File: src/sv/upi_pkg.sv
// Shared constants, tables and types of the unicycle pose integrator.
package upi_pkg;

    localparam int CORDIC_STEPS_DEF = 16;
    localparam int TABLE_LEN        = 24;
    localparam int IW               = $clog2(TABLE_LEN);
    localparam int CW               = 34;
    localparam int MW               = 33;
    localparam int PW               = 2 * MW;

    localparam logic signed [CW-1:0] INV_GAIN = 34'sh026DD3B6A;

    localparam logic [31:0] ATAN_TABLE [TABLE_LEN] = '{
        32'h20000000, 32'h12E4051E, 32'h09FB385B, 32'h051111D4, 32'h028B0D43, 32'h0145D7E1,
        32'h00A2F61E, 32'h00517C55, 32'h0028BE53, 32'h00145F2F, 32'h000A2F98, 32'h000517CC,
        32'h00028BE6, 32'h000145F3, 32'h0000A2F9, 32'h0000517C, 32'h000028BE, 32'h0000145F,
        32'h00000A2F, 32'h00000517, 32'h0000028B, 32'h00000145, 32'h000000A2, 32'h00000051
    };

    localparam logic [7:0] CFG_STEP_TIME     = 8'd0;
    localparam logic [7:0] CFG_GOAL_X        = 8'd1;
    localparam logic [7:0] CFG_GOAL_Y        = 8'd2;
    localparam logic [7:0] CFG_ARRIVE_RADIUS = 8'd3;

    typedef struct packed {
        logic start;
    } t_cord_ctl;

    typedef struct packed {
        logic busy;
        logic done;
    } t_cord_st;

endpackage

File: src/sv/upi_mul.sv
// Shared signed multiplier with registered product.
module upi_mul (
    input  logic                          i_clk,
    input  logic signed [upi_pkg::MW-1:0] i_a,
    input  logic signed [upi_pkg::MW-1:0] i_b,
    output logic signed [upi_pkg::PW-1:0] o_p
);

    logic signed [upi_pkg::PW-1:0] r_p;

    always_ff @(posedge i_clk) begin
        r_p <= i_a * i_b;
    end

    assign o_p = r_p;

endmodule

File: config.mk
export PLATFORM = sky130hd
export DESIGN_NAME = upi_mul
export DESIGN_NICKNAME = d
export VERILOG_FILES = /design/src/sv/upi_pkg.sv /design/src/sv/upi_mul.sv
export SDC_FILE = /design/constraint.sdc
export NUM_CORES = 2
export LEC_CHECK = 0
export BUFFER_PORTS_ARGS = -buffer_cell sky130_fd_sc_hd__buf_2
export CORE_MARGIN = 5
export CORE_UTILIZATION = 37
export DETAILED_ROUTE_END_ITERATION = 10
export PLACE_DENSITY = 0.59
export SETUP_SLACK_MARGIN = 0.3
export SLEW_MARGIN = 5
export SYNTH_ARGS = -nofsm -noshare
export SYNTH_HDL_FRONTEND = slang
export SYNTH_SLANG_ARGS = --single-unit
File: constraint.sdc
create_clock -name i_clk -period 11.8 [get_ports i_clk]
set_input_delay 1.18 -clock i_clk [delete_from_list [all_inputs] [get_ports i_clk]]
set_output_delay 1.18 -clock i_clk [all_outputs]
set_load 0.01 [all_outputs]
After elaboration in Yosys (flattened, before gate mapping)
Cells that the tools add are included.

Word-level logic and storage cells: 2. Bits in registers: 66.

Multipliers: 1.

Operator list (count): $mul A33 B33 Y66 (1).

Logic depth before layout (Yosys ltp)
Word-level depth: 1. Mapped depth: 27. Mapped depth without buffers: 26.

Least setup slack after synthesis
No wires, ideal clock.

Path kind: input to register. Start point: in i_a[32] (netlist name). End point: reg r_p (netlist bit o_p[62]). Setup slack: 3.384 ns. Arrival time: 8.337 ns. Stages on the path: 23. Cells stage by stage: clkbuf_1 nand2_1 inv_1 fa_1 fa_1 fa_1 fa_1 fa_1 fa_1 fa_1 inv_1 fa_1 inv_1 ha_1 clkbuf_1 and3_1 nand3_1 nand2b_1 a2111oi_4 a211oi_4 a21o_2 a21o_1 a211oi_2.

Word-level cells in the longest chain between the ends: 1.

Ends and longest elaborated chain: from (decl) (line upi_mul.sv:4) `input logic signed [upi_pkg::MW-1:0] i_a,`; $mul A33 B33 Y66 (line upi_mul.sv:12) `r_p <= i_a * i_b;`; to (signal assigned) (line upi_mul.sv:12); to (decl) (line upi_mul.sv:9) `logic signed [upi_pkg::PW-1:0] r_p;`.

No other way between the ends.

Worst setup path in the final report
Start point: in i_b[6] (netlist name). End point: reg r_p (netlist bit o_p[58]).

Word-level cells in the longest chain between the ends: 1.

Ends and longest elaborated chain: from (decl) (line upi_mul.sv:5) `input logic signed [upi_pkg::MW-1:0] i_b,`; $mul A33 B33 Y66 (line upi_mul.sv:12).

No other way between the ends.

==> out/metrics.cfg <==
[synthesis]
synth_nets=5767
yosysTopAreaCell=fa_1
synth_common_cells=fa_1, inv_1, and2_1
synth_adder_area_share=0.6294
synth_most_common_cell=fa_1
yosysSeqAreaShare=0.03244
async_reset_ff_frac=0
synthFlopType=dfxtp_1
synth_top_cell_area_share=0.5627
synth-edff-count=0
ys_types=80
synth_xor_area_frac=0.01462
synthMuxAreaShare=0
avgSynthCellArea_um2=9.390
syn-instance-count=4338
ys_ff_latch=66
synthSimpleGateAreaFrac=0.1578
synthesis.area_um2=40730
yosysWarnings=0
synth_compound_gate_area_share=0.04067
synth_top_family_by_area=adder cells
ys_top_cells_by_area=fa_1, inv_1, and2_1, ha_1, nand2_1

[detailed_routing]
drtAntennaViolNets=0
wirelength_um=114000
avgRoutedWirePerCell_um=19.72
firstDrtPassIters=5
vias_per_cell=4.836
vias=27950
drc_errors=0
drt-initial-drc-count=1477

[timing]
setup_viol=0
fin_tns_setup_ns=0
final-max-slew-violation-count=0
period_share=0.7892
worstMarginPinSlew_ns=1.232
hold_violations=0
hold_ws_ns=1.197
worst_slack_ns=2.488
timing.fmax_mhz=107.4
slew_headroom=0.1783
rsz0062_at_grt=no
layout_min_cycle_time_ns=9.312

[floorplanning]
die_x_um=341.8
start_util=0.3732
num_rows=121
io_pins=133
design.core.area_um2=109200
dieArea_um2=116800
die_h_um=341.8

[clocking]
root_buffer=clkbuf_16
cts_buffers=9
clkTransAtPathRegs_ns=0.07
cts_buffer_depth=2
cts_setup_buffers=0
htree_levels=3
cts_tree=built
cts_hold_buf=0
post_cts_resized=0
cts.sinks=66

[global_route]
grt_pass1_wl_um=186000
grt_pass1_vias=31490
grt_overflow=0
groute.usage.overall=0.2058
grt_max_degree=34
antenna_found_initial=13

[critical_path]
endpoint_kind=flop
crit_arrival_ns=9.59
cp_max_fo=33
critPathKind=in -> reg
startpoint_type=input port
crit_required_ns=12.08

[placement]
numPortBuffers=132
pre_cts_ws_ns=1.988
place.gp.congestion=0.9086
dp_hpwl_um=94720
placedCellCount=5754

[layout]
nets=5718
largest_reg_flops=66
area_growth_pct=5.409
layout-drive-gt1-share=0.04960
nFillCells=10900
stdcell_count=5779

[hold_path]
hold_class=in -> reg

[run]
cap_violations=0

[status]
outcome=finished clean

stage by stage:
step | utilization | area (µm²)
after CTS | 0.3932 | 42910
after floorplan | - | 40730
after global placement | 0.3903 | 42610
after detailed placement | 0.3903 | 42610
after global routing | 0.3932 | 42920
final | 0.3934 | 42940
worst paths after layout:
check,startpoint,cells after the start,end
worst min-delay path,i_b[0],2,o_p[0]$_DFF_P_
worst max-delay path,i_b[6],24,o_p[58]$_DFF_P_
cells by family after synthesis:
kind of cell,Yosys count
flops,66
simple gates,1271
compound gates,219
fa+ha+maj,1362
buf+inv,1352
xor+xnor,68
final cells by class:
| cell class | instances | area, µm² | area share |
|---|---|---|---|
| multi-input cells | 2920 | 34320 | 0.7992 |
| inverters | 1131 | 4245 | 0.09887 |
| well taps | 1476 | 1847 | 0.04301 |
| flip-flops and latches | 66 | 1321 | 0.03077 |
| repair buffers | 161 | 878.3 | 0.02046 |
| clock buffers | 12 | 256.5 | 0.005974 |
| clock inverters | 4 | 50.05 | 0.001166 |
| diodes | 9 | 22.52 | 0.0005245 |
critical path, cell delays in order:
cell and delay, ns:
buf_2 0.64, nand2_1 0.27, inv_1 0.16, fa_1 0.50, fa_1 0.56, inv_1 0.15, fa_1 0.57, inv_1 0.07
fa_1 1.16, fa_1 0.58, fa_1 0.52, fa_1 0.50, inv_1 0.05, fa_1 0.49, inv_1 0.04, ha_1 0.40
and3_1 0.23, nand3_1 0.14, nand2b_1 0.22, nor2_1 0.10, a211oi_4 0.50, a21oi_2 0.14, nor4b_2 0.27, a311oi_1 0.07
placed cells by master (no fill, tap or decap), drive strengths merged, types with 5 or more instances in the layout:
| master | synthesis | routed |
|---|---|---|
| xor2 | 25 | 25 |
| ha | 217 | 217 |
| a31oi | 9 | 9 |
| o31ai | 7 | 7 |
| a21oi | 61 | 61 |
| nor2 | 68 | 68 |
| o21a | 6 | 6 |
| and3 | 6 | 6 |
| and2 | 563 | 563 |
| diode | 0 | 9 |
| buf | 13 | 161 |
| inv | 1131 | 1131 |
| o21ai | 33 | 33 |
| dfxtp | 66 | 66 |
| nand4 | 12 | 12 |
| nand2 | 551 | 551 |
| o21bai | 11 | 11 |
| a211oi | 11 | 11 |
| fa | 1145 | 1145 |
| nor2b | 5 | 5 |
| a21o | 38 | 38 |
| o211ai | 5 | 5 |
| and4 | 5 | 5 |
| a211o | 6 | 6 |
| nand3 | 26 | 26 |
| xnor2 | 43 | 43 |
| nor3 | 7 | 7 |
| nand2b | 12 | 12 |
| clkbuf | 208 | 12 |
metal layers:
layer / up-vias / global-route usage / share of wire
li1: 12220 / - / -
met4: 8 / 0.05396 / 0.027
met3: 153 / 0.04158 / 0.065
met1: 14850 / 0.2738 / 0.42
met2: 712 / 0.3454 / 0.49
met5: - / 0 / 0.0018
Power is left out: the tool's default activity adds up to more than one toggle a clock period on the data nets, which glitch-free logic cannot reach.
