### config.mk
export PLATFORM = sky130hd
export DESIGN_NAME = upi_cordic
export DESIGN_NICKNAME = d
export VERILOG_FILES = /design/src/sv/upi_pkg.sv /design/src/sv/upi_cordic.sv
export SDC_FILE = /design/constraint.sdc
export NUM_CORES = 1
export LEC_CHECK = 0
export BUFFER_PORTS_ARGS = -buffer_cell sky130_fd_sc_hd__clkbuf_2
export CAP_MARGIN = 15
export CORE_MARGIN = 2
export CORE_UTILIZATION = 29
export CTS_BUF_LIST = sky130_fd_sc_hd__clkbuf_8
export CTS_CLUSTER_DIAMETER = 30
export DETAILED_ROUTE_END_ITERATION = 8
export SLEW_MARGIN = 10
export SYNTH_ARGS = -nofsm -noshare
export SYNTH_HDL_FRONTEND = slang
export SYNTH_SLANG_ARGS = --single-unit
### constraint.sdc
create_clock -name i_clk -period 13.6 [get_ports i_clk]
set_input_delay 2.72 -clock i_clk [delete_from_list [all_inputs] [get_ports i_clk]]
set_output_delay 2.72 -clock i_clk [all_outputs]
set_load 0.02 [all_outputs]
### src/sv/upi_pkg.sv
// Shared constants, tables and types of the unicycle pose integrator.
package upi_pkg;

    localparam int CORDIC_STEPS_DEF = 16;
    localparam int TABLE_LEN        = 24;
    localparam int IW               = $clog2(TABLE_LEN);
    localparam int CW               = 34;
    localparam int MW               = 33;
    localparam int PW               = 2 * MW;

    localparam logic signed [CW-1:0] INV_GAIN = 34'sh026DD3B6A;

    localparam logic [31:0] ATAN_TABLE [TABLE_LEN] = '{
        32'h20000000, 32'h12E4051E, 32'h09FB385B, 32'h051111D4, 32'h028B0D43, 32'h0145D7E1,
        32'h00A2F61E, 32'h00517C55, 32'h0028BE53, 32'h00145F2F, 32'h000A2F98, 32'h000517CC,
        32'h00028BE6, 32'h000145F3, 32'h0000A2F9, 32'h0000517C, 32'h000028BE, 32'h0000145F,
        32'h00000A2F, 32'h00000517, 32'h0000028B, 32'h00000145, 32'h000000A2, 32'h00000051
    };

    localparam logic [7:0] CFG_STEP_TIME     = 8'd0;
    localparam logic [7:0] CFG_GOAL_X        = 8'd1;
    localparam logic [7:0] CFG_GOAL_Y        = 8'd2;
    localparam logic [7:0] CFG_ARRIVE_RADIUS = 8'd3;

    typedef struct packed {
        logic start;
    } t_cord_ctl;

    typedef struct packed {
        logic busy;
        logic done;
    } t_cord_st;

endpackage

### src/sv/upi_cordic.sv
// Rotation-mode CORDIC, one micro-rotation per cycle through a shared add and shift unit.
module upi_cordic #(
    parameter int STEPS = upi_pkg::CORDIC_STEPS_DEF
) (
    input  logic                          i_clk,
    input  logic                          i_rst_n,
    input  upi_pkg::t_cord_ctl            i_ctl,
    input  logic [15:0]                   i_angle,
    output upi_pkg::t_cord_st             o_st,
    output logic signed [upi_pkg::CW-1:0] o_cos,
    output logic signed [upi_pkg::CW-1:0] o_sin
);

    localparam int NSTEPS = (STEPS < upi_pkg::TABLE_LEN) ? STEPS : upi_pkg::TABLE_LEN;
    localparam logic [upi_pkg::IW-1:0] LAST = upi_pkg::IW'(NSTEPS - 1);

    logic signed [upi_pkg::CW-1:0] r_x;
    logic signed [upi_pkg::CW-1:0] r_y;
    logic signed [upi_pkg::CW-1:0] r_z;
    logic [upi_pkg::IW-1:0]        r_idx;
    logic                          r_busy;
    logic                          r_done;

    logic                          flip;
    logic [31:0]                   z_start;
    logic signed [upi_pkg::CW-1:0] xs;
    logic signed [upi_pkg::CW-1:0] ys;
    logic signed [upi_pkg::CW-1:0] at;

    assign flip    = i_angle[15] ^ i_angle[14];
    assign z_start = {i_angle, 16'h0000} ^ (flip ? 32'h8000_0000 : 32'h0000_0000);
    assign xs      = r_x >>> r_idx;
    assign ys      = r_y >>> r_idx;
    assign at      = $signed({2'b00, upi_pkg::ATAN_TABLE[r_idx]});

    always_ff @(posedge i_clk) begin
        if (!i_rst_n) begin
            r_busy <= 1'b0;
            r_done <= 1'b0;
            r_idx  <= '0;
        end else begin
            r_done <= 1'b0;
            if (i_ctl.start) begin
                r_busy <= 1'b1;
                r_idx  <= '0;
            end else if (r_busy) begin
                if (r_idx == LAST) begin
                    r_busy <= 1'b0;
                    r_done <= 1'b1;
                end else begin
                    r_idx <= r_idx + 1'b1;
                end
            end
        end
    end

    always_ff @(posedge i_clk) begin
        if (i_ctl.start) begin
            r_x <= flip ? -upi_pkg::INV_GAIN : upi_pkg::INV_GAIN;
            r_y <= '0;
            r_z <= $signed({{2{z_start[31]}}, z_start});
        end else if (r_busy) begin
            if (!r_z[upi_pkg::CW-1]) begin
                r_x <= r_x - ys;
                r_y <= r_y + xs;
                r_z <= r_z - at;
            end else begin
                r_x <= r_x + ys;
                r_y <= r_y - xs;
                r_z <= r_z + at;
            end
        end
    end

    assign o_st.busy = r_busy;
    assign o_st.done = r_done;
    assign o_cos     = r_x;
    assign o_sin     = r_y;

endmodule

# Word level (Yosys, flattened, before mapping)
# Memories as Yosys holds them, arrays and structs flattened.
# Cells that the tools add are included.
# W data, S select, Z words.
[word_totals]
register_bits = 109
inputBits = 19
mem_bits_ro = 1024
n_memories = 1
[op_classes]
n_bitwise = 6
eq_ne = 1
magnitude_cmp = 1
n_mux = 15
addsub = 7
shift = 2
reduce_logical = 4
[mem_list]
columns = ["memory", "depth", "width", "rd", "rd_ports_with_merged_regs", "wr", "line_no", "rtl"]
rows = [
  ["(name not given)", 32, 32, 1, 0, 0, "upi_cordic.sv:34", "assign at = $signed({2'b00, upi_pkg::ATAN_TABLE[r_idx]});"],
]
[op_table]
columns = ["op", "n"]
rows = [
  ["$mux W34", 8],
  ["$mux W32", 3],
  ["$add A34 B34 Y34", 2],
  ["$sshr A34 B5 Y34", 2],
  ["$sub A34 B34 Y34", 2],
  ["$add A34 B33 Y34", 1],
  ["$sub A34 B33 Y34", 1],
  ["$xor A32 B32 Y32", 1],
  ["$ge A6 B6 Y1 const B", 1],
  ["$not A5 Y6", 1],
  ["$add A5 B1 Y5 const B", 1],
  ["$eq A5 B4 Y1 const B", 1],
  ["$mux W1", 4],
  ["$not A1 Y1", 3],
  ["$reduce_or A3 Y1", 1],
  ["$reduce_and A2 Y1", 1],
  ["$reduce_bool A2 Y1", 1],
  ["$reduce_or A2 Y1", 1],
  ["$xor A1 B1 Y1", 1],
]

# Depth between registers and ports, before layout
[logic_depth]
ltp_word = 8
mapped_depth = 32
depth_no_buf = 26

# Least setup slack after synthesis
# OpenSTA, ideal clock, no wires.
[synth_path]
path_kind = "register to register"
from = "register r_idx[0] in the netlist's numbering"
to = "register r_z[31] in the netlist's numbering (data pin)"
arrival_time_ps = 5965
path_stages_with_launch = 29
setup_time_ps = 267
path_buffers = 5
setup_slack_ps = 7368
path_cell_list = "dfxtp_1 -> buf_6 -> buf_4 -> inv_2 -> buf_2 -> buf_2 -> buf_1 -> ha_1 -> nor2_1 -> nor2_1 -> o21ai_0 -> a21boi_0 -> ha_1 -> nor3b_1 -> and3_1 -> nor2_1 -> xor2_1 -> ha_1 -> a21o_1 -> a21o_1 -> a21oi_1 -> o21ai_0 -> a31oi_1 -> o211a_1 -> o41ai_1 -> a2111o_1 -> a31oi_1 -> xor2_1 -> o21ai_0"
[synth_via]
elab_chain_cells = 8
elab_cells_between_ends = 9
classes_between = "2 x add/sub; 5 x mux; 1 x bitwise; 1 x memory"
[synth_lines]
columns = ["item", "line_no", "rtl"]
rows = [
  ["start, declared", "upi_cordic.sv:20", "logic [upi_pkg::IW-1:0] r_idx;"],
  ["start signal, assigned", "upi_cordic.sv:51", "r_idx <= r_idx + 1'b1;"],
  ["$not A5 Y6 (implied by the code) (*)", "upi_cordic.sv:34", ""],
  ["$mem_v2 Z32 W32 (*)", "-", ""],
  ["$mux W32 (implied by the code) (*) (2 in a row)", "upi_cordic.sv:34", ""],
  ["$sub A34 B33 Y34 / $add A34 B33 Y34 (equally long branches)", "upi_cordic.sv:66, upi_cordic.sv:70", ""],
  ["$mux W34 (*)", "upi_cordic.sv:63", "if (!r_z[upi_pkg::CW-1]) begin"],
  ["$mux W34 (*)", "upi_cordic.sv:62", "end else if (r_busy) begin"],
  ["$mux W34 (*)", "upi_cordic.sv:58", "if (i_ctl.start) begin"],
  ["end signal, assigned", "upi_cordic.sv:61", "r_z <= $signed({{2{z_start[31]}}, z_start});"],
  ["end signal, assigned", "upi_cordic.sv:66", "r_z <= r_z - at;"],
  ["end signal, assigned", "upi_cordic.sv:70", "r_z <= r_z + at;"],
  ["end, declared", "upi_cordic.sv:19", "logic signed [upi_pkg::CW-1:0] r_z;"],
]
# Every way passes the cells marked *; elsewhere a longest branch is shown, timed or not. The select of a mux whose other input is x is not followed.
# A chain may end at the register's enable or synchronous reset.

# Worst setup path in the final report
[layout_path]
from = "register r_idx[2] in the netlist's numbering"
to = "register r_x (netlist bit o_cos[33]) (data pin)"
[layout_via]
elab_chain_cells = 5
elab_cells_between_ends = 6
classes_between = "2 x add/sub; 1 x shift; 3 x mux"
[layout_lines]
columns = ["item", "line_no", "rtl"]
rows = [
  ["$sshr A34 B5 Y34 (*)", "upi_cordic.sv:33", "assign ys = r_y >>> r_idx;"],
  ["$sub A34 B34 Y34 / $add A34 B34 Y34 (equally long branches)", "upi_cordic.sv:64, upi_cordic.sv:68", ""],
  ["$mux W34 (*)", "upi_cordic.sv:63", ""],
  ["$mux W34 (*)", "upi_cordic.sv:62", ""],
  ["$mux W34 (*)", "upi_cordic.sv:58", ""],
  ["end signal, assigned", "upi_cordic.sv:59", "r_x <= flip ? -upi_pkg::INV_GAIN : upi_pkg::INV_GAIN;"],
  ["end signal, assigned", "upi_cordic.sv:64", "r_x <= r_x - ys;"],
  ["end signal, assigned", "upi_cordic.sv:68", "r_x <= r_x + ys;"],
  ["end, declared", "upi_cordic.sv:17", "logic signed [upi_pkg::CW-1:0] r_x;"],
]
# Marked as above.

==> flow_summary.json <==
{
  "synthFlopType": "edfxtp_1",
  "synth_top_area_share": 0.129,
  "grt_max_degree": 78,
  "swShare": 0.534,
  "ctsResizeCount": 0,
  "use_met3": 0.0214,
  "ys_async_sr_fraction": 0,
  "synth.largest_area_cell": "edfxtp_1",
  "busiest_layer": "met2",
  "area.growth.synth_to_final_pct": 6.78,
  "fmax_mhz": 131,
  "synth_area_leaders": "edfxtp_1 13%, ha_1 8.9%, mux4_2 8.7%, xnor2_1 5.4%, dfxtp_1 5.2%",
  "overflow": 0,
  "yosysMostFrequentCell": "nor2_1",
  "p_comb_frac": 0.776,
  "die_y_um": 238,
  "status": "finished, final reports clean",
  "fp.dieW_um": 238,
  "vias": 14900,
  "numCtsBuffers": 9,
  "intPower_mw": 2.25,
  "grt_pass1_vias": 14100,
  "stdcell_area_um2": 16900,
  "p_total_mw": 4.82,
  "route.detailed.drc": 0,
  "path_clk_slew_ps": 110,
  "dpl_cell_area_um2": 16700,
  "grt_setup_unrepaired": "no",
  "syn_nets": 1993,
  "post_cts_buffers": 0,
  "worstHoldPathType": "reg -> reg",
  "synth-edff-count": 68,
  "drt_iter0_drc": 1492,
  "synth.distinct_cells": 93,
  "fin_nets": 1999,
  "finClkSkew_ps": 20.7,
  "ctsLongestPathBuffers": 2,
  "use_met2": 0.302,
  "layout_min_cycle_time_ps": 7650,
  "synth_cells": 1859,
  "hold_viol": 0,
  "crit_fanout": 77,
  "power.switching_mw": 2.58,
  "seq_area_frac_synth": 0.181,
  "ys_ff_latch": 109,
  "clkPwrFrac": 0.048,
  "setup_viol": 0,
  "root_buffer": "clkbuf_8",
  "die-area_um2": 56500,
  "hold_buffers": 0,
  "core_area_um2": 53900,
  "syn_area_um2": 15800,
  "clkLatencyLatePin_ps": 490,
  "synth.cells.most_frequent": "189 x nor2_1, 155 x a21oi_1, 149 x nand2_1",
  "antenna_found_initial": 1,
  "place_hpwl_um": 41700,
  "numPortBuffers": 88,
  "cts_htree_levels": 3,
  "num_rows": 85,
  "p_leak_nw": 6.99,
  "p_per_area_nw_per_um2": 285,
  "worst_pin_slew_ps": 1230,
  "period_share": 0.563,
  "critPathKind": "reg -> reg",
  "cts_tree": "done",
  "gp_congestion": 0.935,
  "maxSlewHeadroom": 0.175,
  "cap_violations": 0,
  "use_met1": 0.275,
  "cts_sinks": 109,
  "yosys_warnings": 0,
  "cp.required_ps": 13840,
  "start_util": 0.294,
  "slew_viol_final": 0,
  "arrival_ps": 7890,
  "fin_setup_tns_ps": 0,
  "ioPinCount": 89,
  "wl_um": 55100,
  "grt_first_pass_wirelength_um": 85500,
  "synth.avg_cell_area_um2": 8.52,
  "startpoint_type": "flip-flop",
  "pwr-share-seq": 0.177,
  "drive_above_1_share": 0.141,
  "fill_cells": 5612,
  "cp-end-kind": "flip-flop",
  "fin_util": 0.314,
  "wl_per_cell_um": 21.4,
  "peakVddDrop_uv": 93.2,
  "grt_usage": 0.194,
  "ant_nets": 0,
  "dr.pass1.iters": 6,
  "viasPerCell": 5.82
}
-- worst paths after layout --
check	startpoint	end	slack (ps)	depth (start not counted)
setup / recovery	r_idx[2]	o_cos[33]	5950	23
setup reg to reg	r_idx[2]	o_cos[33]	5950	23
hold / removal	o_sin[0]	o_sin[0]	620	2
hold reg to reg	o_sin[0]	o_sin[0]	620	2
-- per-stage QoR --
step | worst slack, ps | instances | hold slack (ps)
floorplan | 7370 | 1859 | 571
global placement | 6100 | 2550 | 593
detailed placement | 6070 | 2550 | 609
CTS | 6040 | 2566 | 621
global route | 5420 | 2567 | 686
finish | 5950 | 2567 | 617
-- registers in the layout, summed over array words and instances (netlist names) --
name and cells:
r_idx 5, r_done 1, o_sin 34, o_cos 34
r_z 34, r_busy 1
-- logic make-up after synthesis --
| group | synth area share |
|---|---|
| adders and majority gates | 0.0923 |
| AOI/OAI and AO/OA | 0.232 |
| DFF | 0.181 |
| buffers and inverters | 0.0488 |
| and+or+nand+nor | 0.165 |
| xor gates and xnor gates | 0.0974 |
| muxes | 0.183 |
-- power groups by stage --
stage	Clock [mW]	Sequential (mW)	Combinational, mW
after global placement	0	0.844	3.66
final	0.230	0.852	3.74
after floorplan	0	0.799	2.79
after global routing	0.251	0.868	4.15
after detailed placement	0	0.853	3.68
after CTS	0.242	0.844	3.71
-- worst max-delay path, cell delays in order, from the launching register on --
cell and delay [ps]:
dfxtp_4 600, buf_4 780, mux4_2 460, mux2i_1 700, mux2_2 310, nor2_1 40
a21oi_1 290, ha_1 240, o211a_1 190, and2_1 160, a21oi_1 80, xnor2_1 360
ha_1 280, and4_1 230, o2111ai_1 140, a31oi_1 360, a21oi_1 220, o41ai_1 500
nand3_1 240, a2111oi_0 600, nor2_1 110, a21oi_1 200, xnor2_1 100, o21a_1 170
-- cell type report --
type	instances	area [um^2]	share of cell area
well taps	696	871	0.0515
repair buffers	105	571	0.0338
multi-input cells	1593	12200	0.722
diodes	1	2.50	0.000148
clock buffers	9	124	0.00733
flip-flops and latches	109	2880	0.170
inverters	47	176	0.0104
clock inverters	7	85.1	0.00503
-- layout by cell type (no fill, tap or decap), drive strengths merged, types with 46 or more instances in the layout --
cell type and instances:
edfxtp 68, mux4 74, clkbuf 96, nor2 189
ha 112, a21o 54, xnor2 97, nand2 149
inv 46, mux2i 72, a21oi 156, o21ai 118
xor2 79
-- metal layers --
metal / share of wire / up-vias
li1: - / 7017
met1: 0.47 / 7199
met2: 0.45 / 623
met3: 0.057 / 91
met4: 0.031 / 0
met5: 0 / -
(Power assumes the default switching activity.)
